<file path="src/hw/rtl/bbte_pkg.sv">
`timescale 1ns / 1ps
// ----------------------------------------------------------------------------
// bbte_pkg
// Shared types and constants of the block-transfer engine.
// ----------------------------------------------------------------------------
package bbte_pkg;

   localparam int WORD_BITS      = 16;
   localparam int CSR_INDEX_BITS = 4;
   localparam int CSR_DATA_BITS  = 16;

   localparam logic [WORD_BITS-1:0] FULL_WORD = 16'hFFFF;

   // request kinds
   localparam logic REQ_START = 1'b0;
   localparam logic REQ_DATA  = 1'b1;

   // register indexes
   localparam logic [CSR_INDEX_BITS-1:0] CSR_SRC_X_STEP     = 4'd0;
   localparam logic [CSR_INDEX_BITS-1:0] CSR_SRC_Y_STEP     = 4'd1;
   localparam logic [CSR_INDEX_BITS-1:0] CSR_DST_X_STEP     = 4'd2;
   localparam logic [CSR_INDEX_BITS-1:0] CSR_DST_Y_STEP     = 4'd3;
   localparam logic [CSR_INDEX_BITS-1:0] CSR_MASK_FIRST     = 4'd4;
   localparam logic [CSR_INDEX_BITS-1:0] CSR_MASK_LAST      = 4'd5;
   localparam logic [CSR_INDEX_BITS-1:0] CSR_LOGIC_OP       = 4'd6;
   localparam logic [CSR_INDEX_BITS-1:0] CSR_SOURCE_SELECT  = 4'd7;

   // control handed to the raster-op unit
   typedef struct packed {
      logic [3:0]           logic_op;
      logic                 source_select;
      logic [WORD_BITS-1:0] mask;
   } rop_ctrl_type;

endpackage

</file>
<file path="src/hw/rtl/bbte_if.sv">
`timescale 1ns / 1ps
// ----------------------------------------------------------------------------
// bbte_req_if / bbte_rsp_if / bbte_csr_if
// Valid/ready channels of the block-transfer engine.
// ----------------------------------------------------------------------------
interface bbte_req_if #(
   parameter int ADDR_BITS = 24
);
   logic                 valid;
   logic                 ready;
   logic                 req_type;
   logic [ADDR_BITS-1:0] src_start_addr;
   logic [ADDR_BITS-1:0] dst_start_addr;
   logic [15:0]          words_per_line;
   logic [15:0]          line_count;
   logic [15:0]          src_word;
   logic [15:0]          dst_word;

   modport source (output valid, req_type, src_start_addr, dst_start_addr,
                   words_per_line, line_count, src_word, dst_word,
                   input ready);
   modport sink   (input valid, req_type, src_start_addr, dst_start_addr,
                   words_per_line, line_count, src_word, dst_word,
                   output ready);
endinterface

interface bbte_rsp_if #(
   parameter int ADDR_BITS = 24
);
   logic                 valid;
   logic                 ready;
   logic                 write_enable;
   logic [ADDR_BITS-1:0] write_addr;
   logic [15:0]          write_data;
   logic [ADDR_BITS-1:0] next_src_addr;
   logic [ADDR_BITS-1:0] next_dst_addr;
   logic                 done_res;

   modport source (output valid, write_enable, write_addr, write_data,
                   next_src_addr, next_dst_addr, done_res,
                   input ready);
   modport sink   (input valid, write_enable, write_addr, write_data,
                   next_src_addr, next_dst_addr, done_res,
                   output ready);
endinterface

interface bbte_csr_if;
   logic        valid;
   logic        ready;
   logic [3:0]  index;
   logic [15:0] data;

   modport source (output valid, index, data, input ready);
   modport sink   (input valid, index, data, output ready);
endinterface

</file>
<file path="src/hw/rtl/bbte_rop.sv">
`timescale 1ns / 1ps
// ----------------------------------------------------------------------------
// bbte_rop
// Truth-table raster operation and end-mask merge for one word.
// ----------------------------------------------------------------------------
module bbte_rop (
   input  bbte_pkg::rop_ctrl_type ctrl,
   input  logic [15:0]            src_word,
   input  logic [15:0]            dst_word,
   output logic [15:0]            merged_word
);
   import bbte_pkg::*;

   logic [WORD_BITS-1:0] src_operand;
   logic [WORD_BITS-1:0] op_result;

   assign src_operand = ctrl.source_select ? src_word : FULL_WORD;

   // each bit picks a truth-table entry by {not src, not dst}
   always_comb begin
      for (int b = 0; b < WORD_BITS; b++) begin
         op_result[b] = ctrl.logic_op[{~src_operand[b], ~dst_word[b]}];
      end
   end

   assign merged_word = (op_result & ctrl.mask) | (dst_word & ~ctrl.mask);

endmodule

</file>
<file path="src/hw/rtl/bitplane_block_transfer_engine.sv">
`timescale 1ns / 1ps
// ----------------------------------------------------------------------------
// bitplane_block_transfer_engine
// Rectangle block-transfer engine: raster op, end masks and address walk.
// ----------------------------------------------------------------------------
// Use:
//  - csr_chan writes the step, mask, op and source-select registers; it is
//    always ready. Write only while no item is in flight.
//  - req_chan takes items: a start item loads addresses, words per line and
//    line count; each data item brings the source and destination words
//    found at the addresses reported by the previous result.
//  - rsp_chan gives exactly one item per request: the write (enable,
//    address, merged data), the next source/destination addresses and done.
// Timing:
//  - Two register stages: input register, then result register. A request
//    is accepted into the input register and moves on into the result
//    register, where its result is valid, once that one is free or read.
//  - Throughput is 1 item per cycle while rsp_chan.ready stays high; the
//    walk state updates as each item moves from input to result register.
//  - When the receiver stalls, the result register holds, then the input
//    register; req_chan.ready drops once both are full.
// Reset (synchronous): pipeline emptied, registers to their defaults,
//  addresses zero and no lines pending (data items then write nothing).
// ----------------------------------------------------------------------------
module bitplane_block_transfer_engine #(
   parameter int ADDR_BITS = 24
) (
   input  logic                     clock,
   input  logic                     reset,
   bbte_csr_if.sink                 csr_chan,
   bbte_req_if.sink                 req_chan,
   bbte_rsp_if.source               rsp_chan
);
   import bbte_pkg::*;

   // ---------------------------------------------------------------- config
   logic signed [15:0] src_x_step_ff, src_y_step_ff, dst_x_step_ff, dst_y_step_ff;
   logic [15:0]        mask_first_ff, mask_last_ff;
   logic [3:0]         logic_op_ff;
   logic               source_select_ff;
   logic               csr_write;

   assign csr_chan.ready = 1'b1;
   assign csr_write      = csr_chan.valid & csr_chan.ready;

   always_ff @(posedge clock) begin
      if (reset) begin
         src_x_step_ff    <= 16'sd2;
         src_y_step_ff    <= 16'sd2;
         dst_x_step_ff    <= 16'sd8;
         dst_y_step_ff    <= 16'sd8;
         mask_first_ff    <= FULL_WORD;
         mask_last_ff     <= FULL_WORD;
         logic_op_ff      <= 4'd3;
         source_select_ff <= 1'b1;
      end else if (csr_write) begin
         unique case (csr_chan.index)
            CSR_SRC_X_STEP:    src_x_step_ff    <= csr_chan.data;
            CSR_SRC_Y_STEP:    src_y_step_ff    <= csr_chan.data;
            CSR_DST_X_STEP:    dst_x_step_ff    <= csr_chan.data;
            CSR_DST_Y_STEP:    dst_y_step_ff    <= csr_chan.data;
            CSR_MASK_FIRST:    mask_first_ff    <= csr_chan.data;
            CSR_MASK_LAST:     mask_last_ff     <= csr_chan.data;
            CSR_LOGIC_OP:      logic_op_ff      <= csr_chan.data[3:0];
            CSR_SOURCE_SELECT: source_select_ff <= csr_chan.data[0];
            default: ; // unused indexes are ignored
         endcase
      end
   end

   // ---------------------------------------------------------- handshakes
   logic in_vld_ff, out_vld_ff;
   logic advance;   // input register moves into result register
   logic req_take;

   assign advance        = in_vld_ff & (~out_vld_ff | rsp_chan.ready);
   assign req_chan.ready = ~in_vld_ff | advance;
   assign req_take       = req_chan.valid & req_chan.ready;

   always_ff @(posedge clock) begin
      if (reset) begin
         in_vld_ff  <= 1'b0;
         out_vld_ff <= 1'b0;
      end else begin
         if (req_chan.ready) begin
            in_vld_ff <= req_chan.valid;
         end
         if (advance) begin
            out_vld_ff <= 1'b1;
         end else if (rsp_chan.ready) begin
            out_vld_ff <= 1'b0;
         end
      end
   end

   // ------------------------------------------------------ input register
   logic                 req_type_ff;
   logic [ADDR_BITS-1:0] src_start_ff, dst_start_ff;
   logic [15:0]          words_per_line_ff, line_count_ff;
   logic [15:0]          src_word_ff, dst_word_ff;

   always_ff @(posedge clock) begin
      if (req_take) begin
         req_type_ff       <= req_chan.req_type;
         src_start_ff      <= req_chan.src_start_addr;
         dst_start_ff      <= req_chan.dst_start_addr;
         words_per_line_ff <= req_chan.words_per_line;
         line_count_ff     <= req_chan.line_count;
         src_word_ff       <= req_chan.src_word;
         dst_word_ff       <= req_chan.dst_word;
      end
   end

   // ---------------------------------------------------------- walk state
   logic [ADDR_BITS-1:0] cur_src_ff, cur_src_in;
   logic [ADDR_BITS-1:0] cur_dst_ff, cur_dst_in;
   logic [15:0]          line_words_ff, line_words_in;
   logic [15:0]          word_index_ff, word_index_in;
   logic [15:0]          lines_left_ff, lines_left_in;

   logic                 is_data, busy, is_last;
   logic [15:0]          last_idx;
   logic [ADDR_BITS-1:0] src_step, dst_step;
   rop_ctrl_type         rop_ctrl;
   logic [15:0]          merged_word;

   assign is_data  = (req_type_ff == REQ_DATA);
   assign busy     = (lines_left_ff != 16'd0);
   assign last_idx = line_words_ff - 16'd1;
   assign is_last  = (word_index_ff == last_idx);

   // steps sign-extended to the address width; sum wraps naturally
   assign src_step = is_last ? ADDR_BITS'(src_y_step_ff) : ADDR_BITS'(src_x_step_ff);
   assign dst_step = is_last ? ADDR_BITS'(dst_y_step_ff) : ADDR_BITS'(dst_x_step_ff);

   always_comb begin
      rop_ctrl.logic_op      = logic_op_ff;
      rop_ctrl.source_select = source_select_ff;
      // one-word line: both end masks at once
      priority if (word_index_ff == 16'd0) begin
         rop_ctrl.mask = (line_words_ff == 16'd1) ? (mask_first_ff & mask_last_ff)
                                                  : mask_first_ff;
      end else if (is_last) begin
         rop_ctrl.mask = mask_last_ff;
      end else begin
         rop_ctrl.mask = FULL_WORD;
      end
   end

   bbte_rop u_rop (
      .ctrl        (rop_ctrl),
      .src_word    (src_word_ff),
      .dst_word    (dst_word_ff),
      .merged_word (merged_word)
   );

   always_comb begin
      cur_src_in    = cur_src_ff;
      cur_dst_in    = cur_dst_ff;
      line_words_in = line_words_ff;
      word_index_in = word_index_ff;
      lines_left_in = lines_left_ff;
      if (!is_data) begin
         // start abandons any running operation
         cur_src_in    = src_start_ff;
         cur_dst_in    = dst_start_ff;
         line_words_in = words_per_line_ff;
         lines_left_in = line_count_ff;
         word_index_in = 16'd0;
      end else if (busy) begin
         cur_src_in = cur_src_ff + src_step;
         cur_dst_in = cur_dst_ff + dst_step;
         if (is_last) begin
            word_index_in = 16'd0;
            lines_left_in = lines_left_ff - 16'd1;
         end else begin
            word_index_in = word_index_ff + 16'd1;
         end
      end
   end

   always_ff @(posedge clock) begin
      if (reset) begin
         cur_src_ff    <= '0;
         cur_dst_ff    <= '0;
         line_words_ff <= 16'd1;
         word_index_ff <= 16'd0;
         lines_left_ff <= 16'd0;
      end else if (advance) begin
         cur_src_ff    <= cur_src_in;
         cur_dst_ff    <= cur_dst_in;
         line_words_ff <= line_words_in;
         word_index_ff <= word_index_in;
         lines_left_ff <= lines_left_in;
      end
   end

   // ----------------------------------------------------- result register
   logic                 write_enable_ff;
   logic [ADDR_BITS-1:0] write_addr_ff;
   logic [15:0]          write_data_ff;
   logic [ADDR_BITS-1:0] next_src_ff, next_dst_ff;
   logic                 done_ff;
   logic                 writes;

   assign writes = is_data & busy;

   always_ff @(posedge clock) begin
      if (advance) begin
         write_enable_ff <= writes;
         write_addr_ff   <= writes ? cur_dst_ff : '0;
         write_data_ff   <= writes ? merged_word : 16'd0;
         next_src_ff     <= cur_src_in;
         next_dst_ff     <= cur_dst_in;
         done_ff         <= (lines_left_in == 16'd0);
      end
   end

   assign rsp_chan.valid         = out_vld_ff;
   assign rsp_chan.write_enable  = write_enable_ff;
   assign rsp_chan.write_addr    = write_addr_ff;
   assign rsp_chan.write_data    = write_data_ff;
   assign rsp_chan.next_src_addr = next_src_ff;
   assign rsp_chan.next_dst_addr = next_dst_ff;
   assign rsp_chan.done_res      = done_ff;

endmodule

</file>
<file path="src/flat_wrapper.sv">
// flat-port wrapper written by rule: the top's interface ports become plain ports
module bitplane_block_transfer_engine_flat import bbte_pkg::*;
#(
   parameter int ADDR_BITS = 24
)
  (clock, reset, csr_chan_valid, csr_chan_index, csr_chan_data, csr_chan_ready, req_chan_valid, req_chan_req_type, req_chan_src_start_addr, req_chan_dst_start_addr, req_chan_words_per_line, req_chan_line_count, req_chan_src_word, req_chan_dst_word, req_chan_ready, rsp_chan_valid, rsp_chan_write_enable, rsp_chan_write_addr, rsp_chan_write_data, rsp_chan_next_src_addr, rsp_chan_next_dst_addr, rsp_chan_done_res, rsp_chan_ready);
  bbte_csr_if csr_chan_i ();
  bbte_req_if #(.ADDR_BITS(ADDR_BITS)) req_chan_i ();
  bbte_rsp_if #(.ADDR_BITS(ADDR_BITS)) rsp_chan_i ();
  input  logic clock;
  input  logic reset;
  input wire logic [$bits(csr_chan_i.valid)-1:0] csr_chan_valid;
  input wire logic [$bits(csr_chan_i.index)-1:0] csr_chan_index;
  input wire logic [$bits(csr_chan_i.data)-1:0] csr_chan_data;
  output wire logic [$bits(csr_chan_i.ready)-1:0] csr_chan_ready;
  input wire logic [$bits(req_chan_i.valid)-1:0] req_chan_valid;
  input wire logic [$bits(req_chan_i.req_type)-1:0] req_chan_req_type;
  input wire logic [$bits(req_chan_i.src_start_addr)-1:0] req_chan_src_start_addr;
  input wire logic [$bits(req_chan_i.dst_start_addr)-1:0] req_chan_dst_start_addr;
  input wire logic [$bits(req_chan_i.words_per_line)-1:0] req_chan_words_per_line;
  input wire logic [$bits(req_chan_i.line_count)-1:0] req_chan_line_count;
  input wire logic [$bits(req_chan_i.src_word)-1:0] req_chan_src_word;
  input wire logic [$bits(req_chan_i.dst_word)-1:0] req_chan_dst_word;
  output wire logic [$bits(req_chan_i.ready)-1:0] req_chan_ready;
  output wire logic [$bits(rsp_chan_i.valid)-1:0] rsp_chan_valid;
  output wire logic [$bits(rsp_chan_i.write_enable)-1:0] rsp_chan_write_enable;
  output wire logic [$bits(rsp_chan_i.write_addr)-1:0] rsp_chan_write_addr;
  output wire logic [$bits(rsp_chan_i.write_data)-1:0] rsp_chan_write_data;
  output wire logic [$bits(rsp_chan_i.next_src_addr)-1:0] rsp_chan_next_src_addr;
  output wire logic [$bits(rsp_chan_i.next_dst_addr)-1:0] rsp_chan_next_dst_addr;
  output wire logic [$bits(rsp_chan_i.done_res)-1:0] rsp_chan_done_res;
  input wire logic [$bits(rsp_chan_i.ready)-1:0] rsp_chan_ready;
  assign csr_chan_i.valid = csr_chan_valid;
  assign csr_chan_i.index = csr_chan_index;
  assign csr_chan_i.data = csr_chan_data;
  assign csr_chan_ready = csr_chan_i.ready;
  assign req_chan_i.valid = req_chan_valid;
  assign req_chan_i.req_type = req_chan_req_type;
  assign req_chan_i.src_start_addr = req_chan_src_start_addr;
  assign req_chan_i.dst_start_addr = req_chan_dst_start_addr;
  assign req_chan_i.words_per_line = req_chan_words_per_line;
  assign req_chan_i.line_count = req_chan_line_count;
  assign req_chan_i.src_word = req_chan_src_word;
  assign req_chan_i.dst_word = req_chan_dst_word;
  assign req_chan_ready = req_chan_i.ready;
  assign rsp_chan_valid = rsp_chan_i.valid;
  assign rsp_chan_write_enable = rsp_chan_i.write_enable;
  assign rsp_chan_write_addr = rsp_chan_i.write_addr;
  assign rsp_chan_write_data = rsp_chan_i.write_data;
  assign rsp_chan_next_src_addr = rsp_chan_i.next_src_addr;
  assign rsp_chan_next_dst_addr = rsp_chan_i.next_dst_addr;
  assign rsp_chan_done_res = rsp_chan_i.done_res;
  assign rsp_chan_i.ready = rsp_chan_ready;
  bitplane_block_transfer_engine #(.ADDR_BITS(ADDR_BITS)) u_core (.clock(clock), .reset(reset), .csr_chan(csr_chan_i), .req_chan(req_chan_i), .rsp_chan(rsp_chan_i));
endmodule
</file>
<file path="config.mk">
export PLATFORM = sky130hd
export DESIGN_NAME = bitplane_block_transfer_engine_flat
export DESIGN_NICKNAME = d
export VERILOG_FILES = /design/src/hw/rtl/bbte_pkg.sv /design/src/hw/rtl/bbte_if.sv /design/src/hw/rtl/bbte_rop.sv /design/src/hw/rtl/bitplane_block_transfer_engine.sv /design/src/flat_wrapper.sv
export SDC_FILE = /design/constraint.sdc
export NUM_CORES = 1
export LEC_CHECK = 0
export BUFFER_PORTS_ARGS = -buffer_cell sky130_fd_sc_hd__buf_2
export CAP_MARGIN = 20
export CORE_UTILIZATION = 30
export CTS_CLUSTER_DIAMETER = 30
export CTS_CLUSTER_SIZE = 40
export DETAILED_ROUTE_END_ITERATION = 8
export HOLD_SLACK_MARGIN = 0.1
export PLACE_DENSITY = 0.59
export SYNTH_ARGS = -nofsm -noshare
export SYNTH_HDL_FRONTEND = slang
export SYNTH_HIERARCHICAL = 1
export SYNTH_SLANG_ARGS = --single-unit
</file>
<file path="constraint.sdc">
create_clock -name clock -period 6 [get_ports clock]
set_input_delay 1.2 -clock clock [delete_from_list [all_inputs] [get_ports clock]]
set_output_delay 1.2 -clock clock [all_outputs]
set_load 0.01 [all_outputs]
</file>
==> results.txt, run 1 <==
* Via count of the first global-routing pass: 16300
* Worst slew pin tran: 1.05 ns
- In this run the vertical extent of the chip is 257 µm.
- In the final routed layout, each cell accounts on average for 17.9 µm.
- Final Max Slew Viols: 0
* Commonest cells post-synth: sky130_fd_sc_hd__nand2_1 (414), sky130_fd_sc_hd__a21oi_1 (228), sky130_fd_sc_hd__edfxtp_1 (203)
- Share of layout cells above drive strength 1: 0.200
* Cell with the most instances after synthesis: sky130_fd_sc_hd__nand2_1
- Post-detailed-placement half-perimeter wirelength: 38.9 mm
- Largest delay contributor family on the critical path: compound AO/OA/AOI/OAI gates
* Total non-filler cell area in the finished layout: 25000 µm²
- Number of buffers inserted by port buffering: 229
- TritonRoute pass-1 iters: 5
* Number of setup violations in the final report: 0
- Least setup slack across all paths after layout: 0.409 ns
- Routability-driven placement finished with a final weighted congestion of 0.878.
- Among the stages of the critical path, the cell type that occurs most often is sky130_fd_sc_hd__nand2_1.
- Proportion of register bits with asynchronous set or reset after synthesis: 0
- The count of nets left with antenna violations once routing finished came out at 0.
- Fmax: 0.179 GHz
* Clock Pin Slew Worst Setup and Hold Paths: 0.04 ns
- Initial cell density of the core: 0.303
- Of the post-synthesis cell area, the dominant cell type holds 0.313.
- The H-tree was split into 3 levels.
* Commonest register cell after synthesis: sky130_fd_sc_hd__edfxtp_1
* Initial detailed-routing violation count: 1029
* Largest fanout on the critical path: 20
- Max-cap violations in this run came to 0.
- Dividing the detail-routed via count by the number of cells gives 5.07.
* Synth top area cells: sky130_fd_sc_hd__edfxtp_1 (31%), sky130_fd_sc_hd__dfxtp_1 (20%), sky130_fd_sc_hd__nand2_1 (8.0%)
- Number of vias in the routed layout: around 16000
* Switch share: 0.257
* Library cell contributing the largest single delay on the critical path: sky130_fd_sc_hd__or4_1
- Hold Path Stages: 2
- Number of enable-type register cells in the synthesized netlist: ~200
- Number of I/O pins: between 200 and 250
- The largest total area in the synthesized netlist belongs to sky130_fd_sc_hd__edfxtp_1.
* Wire length of the first global-routing pass: about 90 mm
- For this run, the total global-route usage over all layers was measured as 0.172.
- The share of total power dissipated in combinational logic is 0.096.
* Diodes inserted: 0
* Post-placement cell area: roughly 21000 µm²
- CTS hold repair buffers: 0
- The critical path is of the reg -> reg type.
- The number of antenna violations at the first check in global routing was 0.
* Final period utilization: 0.932
- For the finished layout, the period the worst path requires is 5.59 ns.
- After global routing the overflow that remains totals 0.
* Number of sinks on the clock net: 402
* Number of rows created at floorplan: 93
* Post-Synthesis Cells: 2060
- Nets@finish: around 2500
- Traced cell by cell, the critical path runs through inv_1 -> ha_1 -> nor3b_4 -> nand3_1 -> a22oi_1 -> nand4_1 -> or4_1 -> nor4b_4 -> buf_12 -> nand2_1 -> nand2_1 -> ha_1 -> a21o_1 -> a21oi_2 -> o211ai_1 -> and4b_1 -> o41a_1 -> a221o_1 -> o31a_1 -> xor2_1 -> nand2_1 -> nand2_1.
- Count of buffer and inverter cells on the critical path: 2
- Min-Delay Path Class: reg -> reg
- The netlist uses 76 different library cells.
- Proportion of power drawn by the clock network: 0.572
- In this run the cell area of the synthesized design comes to 19500 µm².
* Die Footprint: 65900 µm²
- Post-Syn Area per Cell: between 9 and 10 µm²
* Sequential share of power: 0.332
* Clk_lat worst skew: 0.64 ns
* Final count of hold timing violations: 0
* Longest Clk Path Bufs: 3
- After synthesis the netlist holds a flip-flop and latch count of 402.
- For the worst setup path, the data arrival time is 5.96 ns.
- Areal power density over the cells: 377 nW/µm²
- Kind of start point of the critical path: register
- Result of the run: finished, final reports clean
* Core area: 64200 µm²
- Entering global routing, the biggest net connects 168 pins.
- Post-Route Utilization: 0.389
* Cell count of the worst reg-to-reg path: 22
* Number of remaining DRC errors: 0
- Layout Skew: 0.0370 ns
- Summed over all cells, the static leakage comes to ~0.01 µW.
- In this design, the stage delay of the slowest critical-path cell is around 0.52 ns.
* CTS tree: built
* Final wirelength: around 58 mm
- Worst vdd ir: around 0.00019 V
- Worst slack after detailed placement: 0.0679 ns
- Width of the die: 257 µm
- Share of synthesized area occupied by flip-flops and latches: 0.518
- Critical path depth: 22
- For this run, the number of Yosys warnings is 6.
- The internal power of the cells totals ~7000 µW.
- Counting the buffers created by CTS gives 98.
- The analysis attributes to net switching a power of around 2400 µW.
- On the final layout, the worst hold slack is 0.452 ns.
- In this run the clock root is driven by a sky130_fd_sc_hd__clkbuf_16.
- Post-synth net total: 2253
- Relative to the synthesized area, the layout overhead comes to 28.3%.
- At the worst endpoint, the required time is 6.37 ns.
* Critical path endpoint category: register
* Max-slew headroom at the worst pin: 0.298
==> cell usage in the layout, fill, tap and decap left out, types with 53 or more instances in the layout <==
| cell type | count |
|---|---|
| sky130_fd_sc_hd__and3_1 | 61 |
| sky130_fd_sc_hd__buf_2 | 228 |
| sky130_fd_sc_hd__dfxtp_1 | 199 |
| sky130_fd_sc_hd__nand2_1 | 414 |
| sky130_fd_sc_hd__nor2b_1 | 65 |
| sky130_fd_sc_hd__ha_1 | 53 |
| sky130_fd_sc_hd__edfxtp_1 | 203 |
| sky130_fd_sc_hd__nor2_1 | 136 |
| sky130_fd_sc_hd__clkbuf_16 | 100 |
| sky130_fd_sc_hd__a21oi_1 | 227 |
==> worst reg2reg max path, cell delays in order, from the launching register on <==
cell                       delay, ns
sky130_fd_sc_hd__dfxtp_1        0.36
sky130_fd_sc_hd__inv_1          0.10
sky130_fd_sc_hd__ha_1           0.24
sky130_fd_sc_hd__nor3b_4        0.30
sky130_fd_sc_hd__nand3_1        0.15
sky130_fd_sc_hd__a22oi_1        0.25
sky130_fd_sc_hd__nand4_1        0.12
sky130_fd_sc_hd__or4_1          0.52
sky130_fd_sc_hd__nor4b_4        0.33
sky130_fd_sc_hd__buf_12         0.20
sky130_fd_sc_hd__nand2_1        0.08
sky130_fd_sc_hd__nand2_1        0.07
sky130_fd_sc_hd__ha_1           0.27
sky130_fd_sc_hd__a21o_1         0.21
sky130_fd_sc_hd__a21oi_2        0.23
sky130_fd_sc_hd__o211ai_1       0.18
sky130_fd_sc_hd__and4b_1        0.26
sky130_fd_sc_hd__o41a_1         0.48
sky130_fd_sc_hd__a221o_1        0.43
sky130_fd_sc_hd__o31a_1         0.27
sky130_fd_sc_hd__xor2_1         0.14
sky130_fd_sc_hd__nand2_1        0.09
sky130_fd_sc_hd__nand2_1        0.06
==> worst paths after layout <==
path	startpoint	to	slack, ns
worst max-delay path	u_core/line_words_ff[0]	u_core/rsp_chan.next_dst_addr[20]	0.41
worst min-delay path	u_core/dst_y_step_ff[6]	u_core/dst_y_step_ff[6]	0.45
worst max register to register	u_core/line_words_ff[0]	u_core/rsp_chan.next_dst_addr[20]	0.41
worst min register to register	u_core/dst_y_step_ff[6]	u_core/dst_y_step_ff[6]	0.45
==> layer usage <==
metal,track usage,share of wire,up-vias
li1,-,-,7903
met1,0.226,0.45,7838
met2,0.274,0.46,572
met3,0.0371,0.064,122
met4,0.0660,0.030,0
met5,0,0,-
==> metrics by stage <==
stage | total power (µW) | cells | TNS [ns]
final | 9420 | 3240 | 0
after global routing | 9780 | 3240 | -0.0862
after CTS | 9530 | 3232 | 0
after detailed placement | 4080 | 3048 | 0
after global placement | 4060 | 3048 | 0
after floorplan | 3720 | 2060 | 0
==> timing repair <==
action,4_1_cts,5_1_grt
buffers inserted,0,6
gates resized for setup,0,8
endpoints found under the setup margin,0,23
==> registers in the layout, summed over array words and instances, names as in the netlist, 4 cells and up <==
name	flops
u_core/mask_last_ff	16
u_core/cur_dst_ff	24
u_core/dst_x_step_ff	16
u_core/word_index_ff	16
u_core/rsp_chan.write_data	16
u_core/src_x_step_ff	16
u_core/src_start_ff	24
u_core/src_word_ff	16
u_core/rsp_chan.next_src_addr	24
u_core/dst_start_ff	24
u_core/dst_y_step_ff	16
u_core/dst_word_ff	16
u_core/line_words_ff	16
u_core/line_count_ff	16
u_core/rsp_chan.next_dst_addr	24
u_core/mask_first_ff	16
u_core/rsp_chan.write_addr	24
u_core/logic_op_ff	4
u_core/cur_src_ff	24
u_core/words_per_line_ff	16
u_core/src_y_step_ff	16
u_core/lines_left_ff	16
==> power by group through the flow <==
stage	sequential, µW	combinational [µW]	clock (µW)
floorplan	3160	562	0
global placement	3170	888	0
detailed placement	3170	903	0
CTS	3130	908	5490
global route	3140	1010	5640
finish	3120	909	5390
==> cells by family after synthesis <==
family,share of synthesized area
DFF,0.518
muxes,0.0143
buffers and inverters,0.0295
and+or+nand+nor,0.219
adders and majority gates,0.0361
AOI/OAI and AO/OA,0.153
other,0.000193
xor gates and xnor gates,0.0301
==> area by class of cell <==
cell class                      count  area (µm²)
Timing Repair Buffer              262        1430
Clock inverter                     74         868
Inverter                           22        87.6
Sequential cell                   402       10100
Fill cell                        6299       39300
Multi-Input combinational cell   1515        8880
Tap cell                          855        1070
Clock buffer                      110        2560
Power figures use the tool's default switching activity.
==> run 2, diff against run 1 <==
- CORE_UTILIZATION: 30 -> 53
- PLACE_DENSITY: 0.59 -> 0.87
==> run 2 against run 1 <==
  * Clock skew shrank 0.011 ns
  * Die area shrank 43%
  * Total power shrank 6.1%
  * Cell area shrank 3.7%
  * Sequential share of layout area grew 1.6 points
  * Critical path type unchanged
  * Critical endpoint is now u_core/cur_src_ff[20]
==> results.txt, run 2 (synthesis gave the netlist of run 1 again) <==
- For the pin with the worst max-slew slack, the measured transition is between 1 and 1.5 ns.
- Across all register-to-register paths, the minimum setup slack is 0.15 ns.
* Width of the die: between 150 and 200 µm
- Final count of hold timing violations: 0
* TritonRoute pass-1 iters: 5
- Max-cap check violation count: 0
- Placed cell count: 2648
- Hold Path Stages: 2
- Library cell contributing the largest single delay on the critical path: sky130_fd_sc_hd__mux2i_1
- The tightest min-delay check is of the reg -> reg type.
* Final wirelength: 53.0 mm
* Maximum level of the CTS H-tree: 3
- Critical path endpoint: u_core/cur_src_ff[20]
- Syn-to-layout area delta: 23.5%
- RR Startpoint: u_core/line_words_ff[2]
* Most Frequent Cell on Critical Path: sky130_fd_sc_hd__a21o_1
- Gr ovfl total: 0
- The count of nets left with antenna violations once routing finished came out at 0.
* Proportion of power drawn by the clock network: 0.547
- After detailed routing, the average wire length per cell comes to 18.8 µm.
- Share of total power in combinational logic: 0.101
- In this run the critical register-to-register path is captured at u_core/cur_src_ff[20].
- Across every metal layer, demand over resource in global routing totals 0.277.
* Worst stage delay on the critical path: 0.66 ns
* Static Leak: 0.00975 µW
- CTS hold repair buffers: 0
- Once placement finished, the instance area stood at 20900 µm².
- In this run the core area contains between 60 and 70 standard-cell rows.
- Pin count of the biggest net entering global routing: approximately 170
- During placement, the flow inserted port buffers numbering roughly 230.
* Fmax: about 0.17 GHz
* Net load switching power: roughly 2300 µW
* Number of sinks on the clock net: 402
- The detailed router finished its first iteration with 1498 violations.
* Share of layout cells above drive strength 1: 0.192
- The HPWL after detailed placement is 34.1 mm.
- Top library cells by usage in the layout, fill and taps aside: sky130_fd_sc_hd__nand2_1 (414), sky130_fd_sc_hd__buf_2 (228), sky130_fd_sc_hd__a21oi_1 (228)
* Die height: slightly below 200 µm
- After layout, the minimum clock period comes to 5.85 ns.
- In this run the power density over the cells is 368 nW/µm².
- Wire length of the first global-routing pass: 83.4 mm
* Final Non-Filler Cells: 2815
- The longest clock path from root to sink contains 3 buffers.
* Clock root buffer: sky130_fd_sc_hd__clkbuf_16
* Cells along the critical path: or4_4 -> or3_1 -> a21o_1 -> a31o_1 -> and4bb_2 -> nand2_1 -> buf_4 -> mux2i_1 -> inv_1 -> ha_1 -> a21o_1 -> a21o_1 -> a21oi_1 -> a21boi_2 -> o21ai_0 -> xnor2_1 -> a21oi_1 -> a2111oi_0
- Max-slew headroom at the worst pin: 0.271
- Crit path launch: u_core/line_words_ff[2]
- The layout has ~2600 filler cells.
- Core area: around 36000 µm²
- Using the TritonRoute via totals, the vias-per-cell ratio works out to slightly below 6.
- Of the total power, the share spent switching nets is 0.265.
- Dividing the final minimum period by the clock period gives 0.975.
- During I/O placement, the number of pins put on the boundary was 231.
- Setup violations remaining at the end of the flow were counted as 0.
- Layout Skew: ~0.026 ns
* Largest fanout on the critical path: 24
* Total non-filler cell area in the finished layout: ~24000 µm²
- Nets@finish: 2474
- Critical path endpoint category: register
- For this run, design rule violations remaining after detail routing come to 0.
- The number of antenna violations at the first check in global routing was 0.
- Category of the critical setup timing path: reg -> reg
- Result of the run: finished, final reports clean
- Final weighted congestion in routability-driven placement: 0.892
* Initial cell density of the core: 0.543
- The die covers about 37000 µm².
* Number of vias in the routed layout: 16700
* Clk_lat worst skew: 0.62 ns
* CTS tree: built
* Worst vdd ir: 0.000256 V
- STA puts the critical path data arrival time at 6.34 ns.
- Of the total power, registers draw 0.353.
- In the final timing run, aggregate negative setup slack is 0 ns.
- RSZ-0062 raised after global routing: false
* Most common library cell in the layout ignoring fill and taps: sky130_fd_sc_hd__nand2_1
- The repair_antennas step left the layout with diodes totalling 0.
- At the worst endpoint, the required time is 6.49 ns.
- Total internal power: about 6500 µW
- The via count of the first global-routing pass is 16100.
- Final Max Slew Viols: 0
* Number of buffers added by the clock tree synthesis step: 86
- Kind of start point of the critical path: register
- Cell count of the worst reg-to-reg path: 18
- After clock tree synthesis, the clock-pin slew on the worst setup and hold paths is 0.05 ns.
## run 2: changes by cell type in the layout (fill, tap and decap cells not counted), sizes merged
cell	previous run	this run
clkinv	36	25
clkbuf	111	104
bufinv	13	6
inv	33	42
clkinvlp	14	7
buf	261	253
## run 2: worst min path at each step
| stage | to | from | slack (ns) |
|---|---|---|---|
| final | u_core/src_y_step_ff[7] | u_core/src_y_step_ff[7] | 0.45 |
| after global routing | u_core/src_y_step_ff[2] | u_core/src_y_step_ff[2] | 0.47 |
| after CTS | u_core/dst_x_step_ff[8] | u_core/dst_x_step_ff[8] | 0.45 |
| after detailed placement | u_core/line_words_ff[0] | u_core/words_per_line_ff[0] | 0.45 |
| after global placement | u_core/dst_x_step_ff[9] | u_core/dst_x_step_ff[9] | 0.44 |
| after floorplan | u_core/line_words_ff[0] | u_core/words_per_line_ff[0] | 0.43 |
## run 2: area by class of cell
| type | instances | area [µm²] | share of cell area |
|---|---|---|---|
| clock buffers | 103 | 2370 | 0.0987 |
| clock inverters | 58 | 664 | 0.0276 |
| inverters | 22 | 87.6 | 0.00364 |
| multi-input cells | 1515 | 8890 | 0.370 |
| flip-flops and latches | 402 | 10100 | 0.419 |
| well taps | 461 | 577 | 0.0240 |
| repair buffers | 254 | 1370 | 0.0568 |
## run 2: what timing repair did
| item | in CTS | in global routing |
|---|---|---|
| endpoints found under the setup margin | 5 | 22 |
| gates resized for setup | 2 | 9 |
| pin swaps | 0 | 3 |
| gates cloned | 0 | 1 |
| buffers inserted | 0 | 4 |
## run 2: metal layers
metal,share of wire,GRT usage,up-vias
li1,-,-,7862
met2,0.47,0.451,801
met1,0.41,0.353,7904
met4,0.044,0.145,0
met3,0.078,0.0497,151
met5,0,0,-
## run 2: metrics by stage
| stage | utilization | total power [µW] | setup slack [ns] | hold WS [ns] |
|---|---|---|---|---|
| finish | 0.671 | 8840 | 0.149 | 0.454 |
| global route | 0.671 | 9120 | 0.0221 | 0.469 |
| CTS | 0.669 | 8870 | 0.0482 | 0.454 |
| detailed placement | 0.584 | 4030 | -0.100 | 0.447 |
| global placement | 0.584 | 4000 | 0.0675 | 0.442 |
| floorplan | - | 3720 | 0.475 | 0.428 |
## run 2: power groups by stage
stage | clock, µW | sequential (µW) | combinational, µW
finish | 4830 | 3120 | 890
global route | 5020 | 3130 | 968
CTS | 4880 | 3120 | 872
detailed placement | 0 | 3170 | 859
global placement | 0 | 3160 | 835
floorplan | 0 | 3160 | 562
## run 2: critical path, delay by kind of cell (launching register included)
| kind | cells | cell delay (ns) |
|---|---|---|
| AND/OR/NAND/NOR | 4 | 1.34 |
| AO/OA/AOI/OAI | 9 | 1.92 |
| multiplexers | 1 | 0.66 |
| adder cells (fa/ha/maj) | 1 | 0.45 |
| flip-flops | 1 | 0.43 |
| buffers and inverters | 2 | 0.65 |
| XOR/XNOR | 1 | 0.28 |
==> run 3, diff against run 2 <==
--- a/config.mk
+++ b/config.mk
@@ -8,4 +8,5 @@
 export BUFFER_PORTS_ARGS = -buffer_cell sky130_fd_sc_hd__buf_2
 export CAP_MARGIN = 20
+export CORE_MARGIN = 2
 export CORE_UTILIZATION = 53
 export CTS_CLUSTER_DIAMETER = 30
==> constraint.sdc (replaced) <==
create_clock -name clock -period 6 [get_ports clock]
set_input_delay 0.9 -clock clock [delete_from_list [all_inputs] [get_ports clock]]
set_output_delay 0.9 -clock clock [all_outputs]
set_load 0.01 [all_outputs]
==> run 3 against run 2 <==
  * Setup slack better by 0.22 ns
  * Die area is 2.1% higher
  * Utilization is 0.92 points lower
  * Critical path depth stayed put
  * Count of clock-buffer cells in the layout is 3 higher
  * Clock skew is 0.0038 ns lower
  * Clock power hardly changed
  * Register-to-register slack better by 0.22 ns
  * Wire length is 1.9% higher
  * Critical endpoint unchanged
==> results.txt, run 3 (synthesis gave the netlist of run 1 again) <==
* Kind of start point of the critical path: register
- The tree is rooted in a sky130_fd_sc_hd__clkbuf_16.
- Layout Skew: 0.0219 ns
* Required time of the worst setup path: 6.47 ns
- The congestion estimate from routability-driven global placement came to 0.903.
- Most common library cell in the layout ignoring fill and taps: sky130_fd_sc_hd__nand2_1
* Static Leak: 0.00973 µW
- Hold repair after CTS inserted 0 buffers.
- Number of buffers inserted by port buffering: 229
- Total Power: 8860 µW
- For this run, the detailed router's first-pass iteration total came to 8.
- Entering global routing, the biggest net connects approximately 170 pins.
- Across the VDD grid, the largest voltage drop is roughly 0.00037 V.
- After detailed routing, the number of remaining DRC violations is 0.
* Number of I/O pins: around 230
- Result of the run: finished, final reports clean
- Cells along the critical path: or4_4 -> or3_1 -> a21o_1 -> a31o_1 -> and4bb_2 -> nand2_1 -> buf_4 -> mux2i_1 -> inv_1 -> ha_1 -> a21o_1 -> a21o_1 -> a21oi_1 -> a21boi_1 -> o21ai_0 -> xnor2_1 -> a21oi_1 -> a2111oi_1
- Clock tree synthesis found a total of 402 sinks.
* Top library cells by usage in the layout, fill and taps aside: sky130_fd_sc_hd__nand2_1 (414), sky130_fd_sc_hd__buf_2 (228), sky130_fd_sc_hd__a21oi_1 (227)
- Along the worst path, the maximum fanout reaches 27.
- Most Frequent Cell on Critical Path: sky130_fd_sc_hd__a21o_1
* Endpoint arrival time on the critical path: 6.11 ns
- Share of layout cells above drive strength 1: 0.192
* Areal power density over the cells: between 300 and 400 nW/µm²
- Time the final worst path needs with I/O delays and setup: ~5.6 ns
- Detailed-route vias per instance: roughly 6
- STA classifies the critical path endpoint as a register.
- Number of antenna violations at the first check in global routing: 0
* Routed length per placed instance: 19.1 µm
* Initial cell density of the core: 0.535
* Clk_lat worst skew: 0.61 ns
* Post-detailed-placement half-perimeter wirelength: about 34 mm
- Category of the critical setup timing path: reg -> reg
- The count of endpoints failing hold in the final timing report came to 0.
- Clock Pin Slew Worst Setup and Hold Paths: 0.05 ns
- Longest Clk Path Bufs: 3
- The largest single stage delay on the critical path is 0.54 ns.
- Setup violations remaining at the end of the flow were counted as 0.
- Initial detailed-routing violation count: 1641
* Library cell contributing the largest single delay on the critical path: sky130_fd_sc_hd__or4_4
- Counting the fill cells in the layout gives 2630.
- Die Footprint: about 38000 µm²
- Static timing analysis puts the maximum clock frequency at 0.177 GHz.
- The detailed router placed 17000 vias in this run.
- After global routing the overflow that remains totals 0.
* Syn-to-layout area delta: 23.6%
- Number of nets still failing antenna checks after routing: 0
* Max-cap check violation count: 0
* Total Routing Usage GR: 0.275
- Post-Route Utilization: 0.662
* Die height: 196 µm
* Final Non-Filler Cells: approximately 2800
- The tightest min-delay check is of the reg -> reg type.
- Width of the die: 196 µm
- Before CTS, the worst setup slack after placement is 0.0264 ns.
- The final layout contains around 2500 nets.
- The repair_antennas step left the layout with diodes totalling 0.
- The floorplan step defined a core boundary enclosing 36300 µm².
- Area used by multi-input combinational logic: roughly 8900 µm²
- CTS tree: built
- Final period utilization: 0.939
- Number of rows created at floorplan: 70
- Number of buffers added by the clock tree synthesis step: 89
- Wire length of the first global-routing pass: 84.1 mm
* Placed cell count: 2654
- Final wirelength: 54.0 mm
* Least setup slack across all paths after layout: 0.364 ns
- Worst slew pin tran: 1.06 ns
- Post-route worst hold slack: 0.456 ns
- The via count of the first global-routing pass came to 16200.
* Max-slew headroom at the worst pin: 0.293
- Summing all flip-flop and latch instances after layout gives about 10000 µm².
* Maximum level of the CTS H-tree: 3
- Final Max Slew Viols: 0
==> run 3: cell types whose count changed in the layout (fill, tap and decap cells not counted), sizes merged <==
cell	change
clkbuf	+2
buf	-2
nor3b	-1
bufinv	+2
clkinvlp	+8
clkinv	+9
inv	-15
==> run 3: power by group <==
group	switching [µW]	total (µW)	internal [µW]
registers	81.7	3120	3040
logic	593	894	301
clock network	1600	4850	3250
total	2270	8860	6590
==> run 3: worst paths after layout <==
path                                          startpoint                       end  slack [ns]  depth (start not counted)
worst min-delay path            u_core/dst_y_step_ff[12]  u_core/dst_y_step_ff[12]        0.46                          2
worst max register to register   u_core/line_words_ff[2]     u_core/cur_src_ff[20]        0.36                         18
worst max-delay path             u_core/line_words_ff[2]     u_core/cur_src_ff[20]        0.36                         18
worst min register to register  u_core/dst_y_step_ff[12]  u_core/dst_y_step_ff[12]        0.46                          2
==> run 3: layout make-up <==
type / count / area share
Inverter: 22 / 0.00364
Timing Repair Buffer: 251 / 0.0567
Tap cell: 468 / 0.0243
Multi-Input combinational cell: 1514 / 0.369
Clock inverter: 62 / 0.0260
Clock buffer: 106 / 0.101
Sequential cell: 402 / 0.419
==> run 3: per-stage QoR <==
stage / area (µm²) / TNS [ns]
floorplan: 19500 / 0
global placement: 20900 / 0
detailed placement: 20900 / 0
CTS: 24000 / 0
global route: 24100 / -0.0271
finish: 24100 / 0
==> run 3: per-layer routing <==
layer,GRT usage,wire (µm),vias up
li1,-,-,7867
met4,0.153,2680,0
met2,0.451,25000,931
met3,0.0563,4780,182
met1,0.341,21500,7994
met5,0,0,-
==> run 3: what timing repair did <==
| action | 4_1_cts | 5_1_grt |
|---|---|---|
| buffers inserted | 0 | 2 |
| endpoints found under the setup margin | 0 | 28 |
| gates resized for setup | 0 | 12 |
| hold endpoints to repair | 0 | 0 |
==> run 3: critical path, delay by kind of cell, from the launching register on <==
kind	cells	cell delay, ns
AO/OA/AOI/OAI	9	1.92
buffers and inverters	2	0.65
XOR/XNOR	1	0.21
flip-flops	1	0.41
AND/OR/NAND/NOR	4	1.37
multiplexers	1	0.50
adder cells (fa/ha/maj)	1	0.44
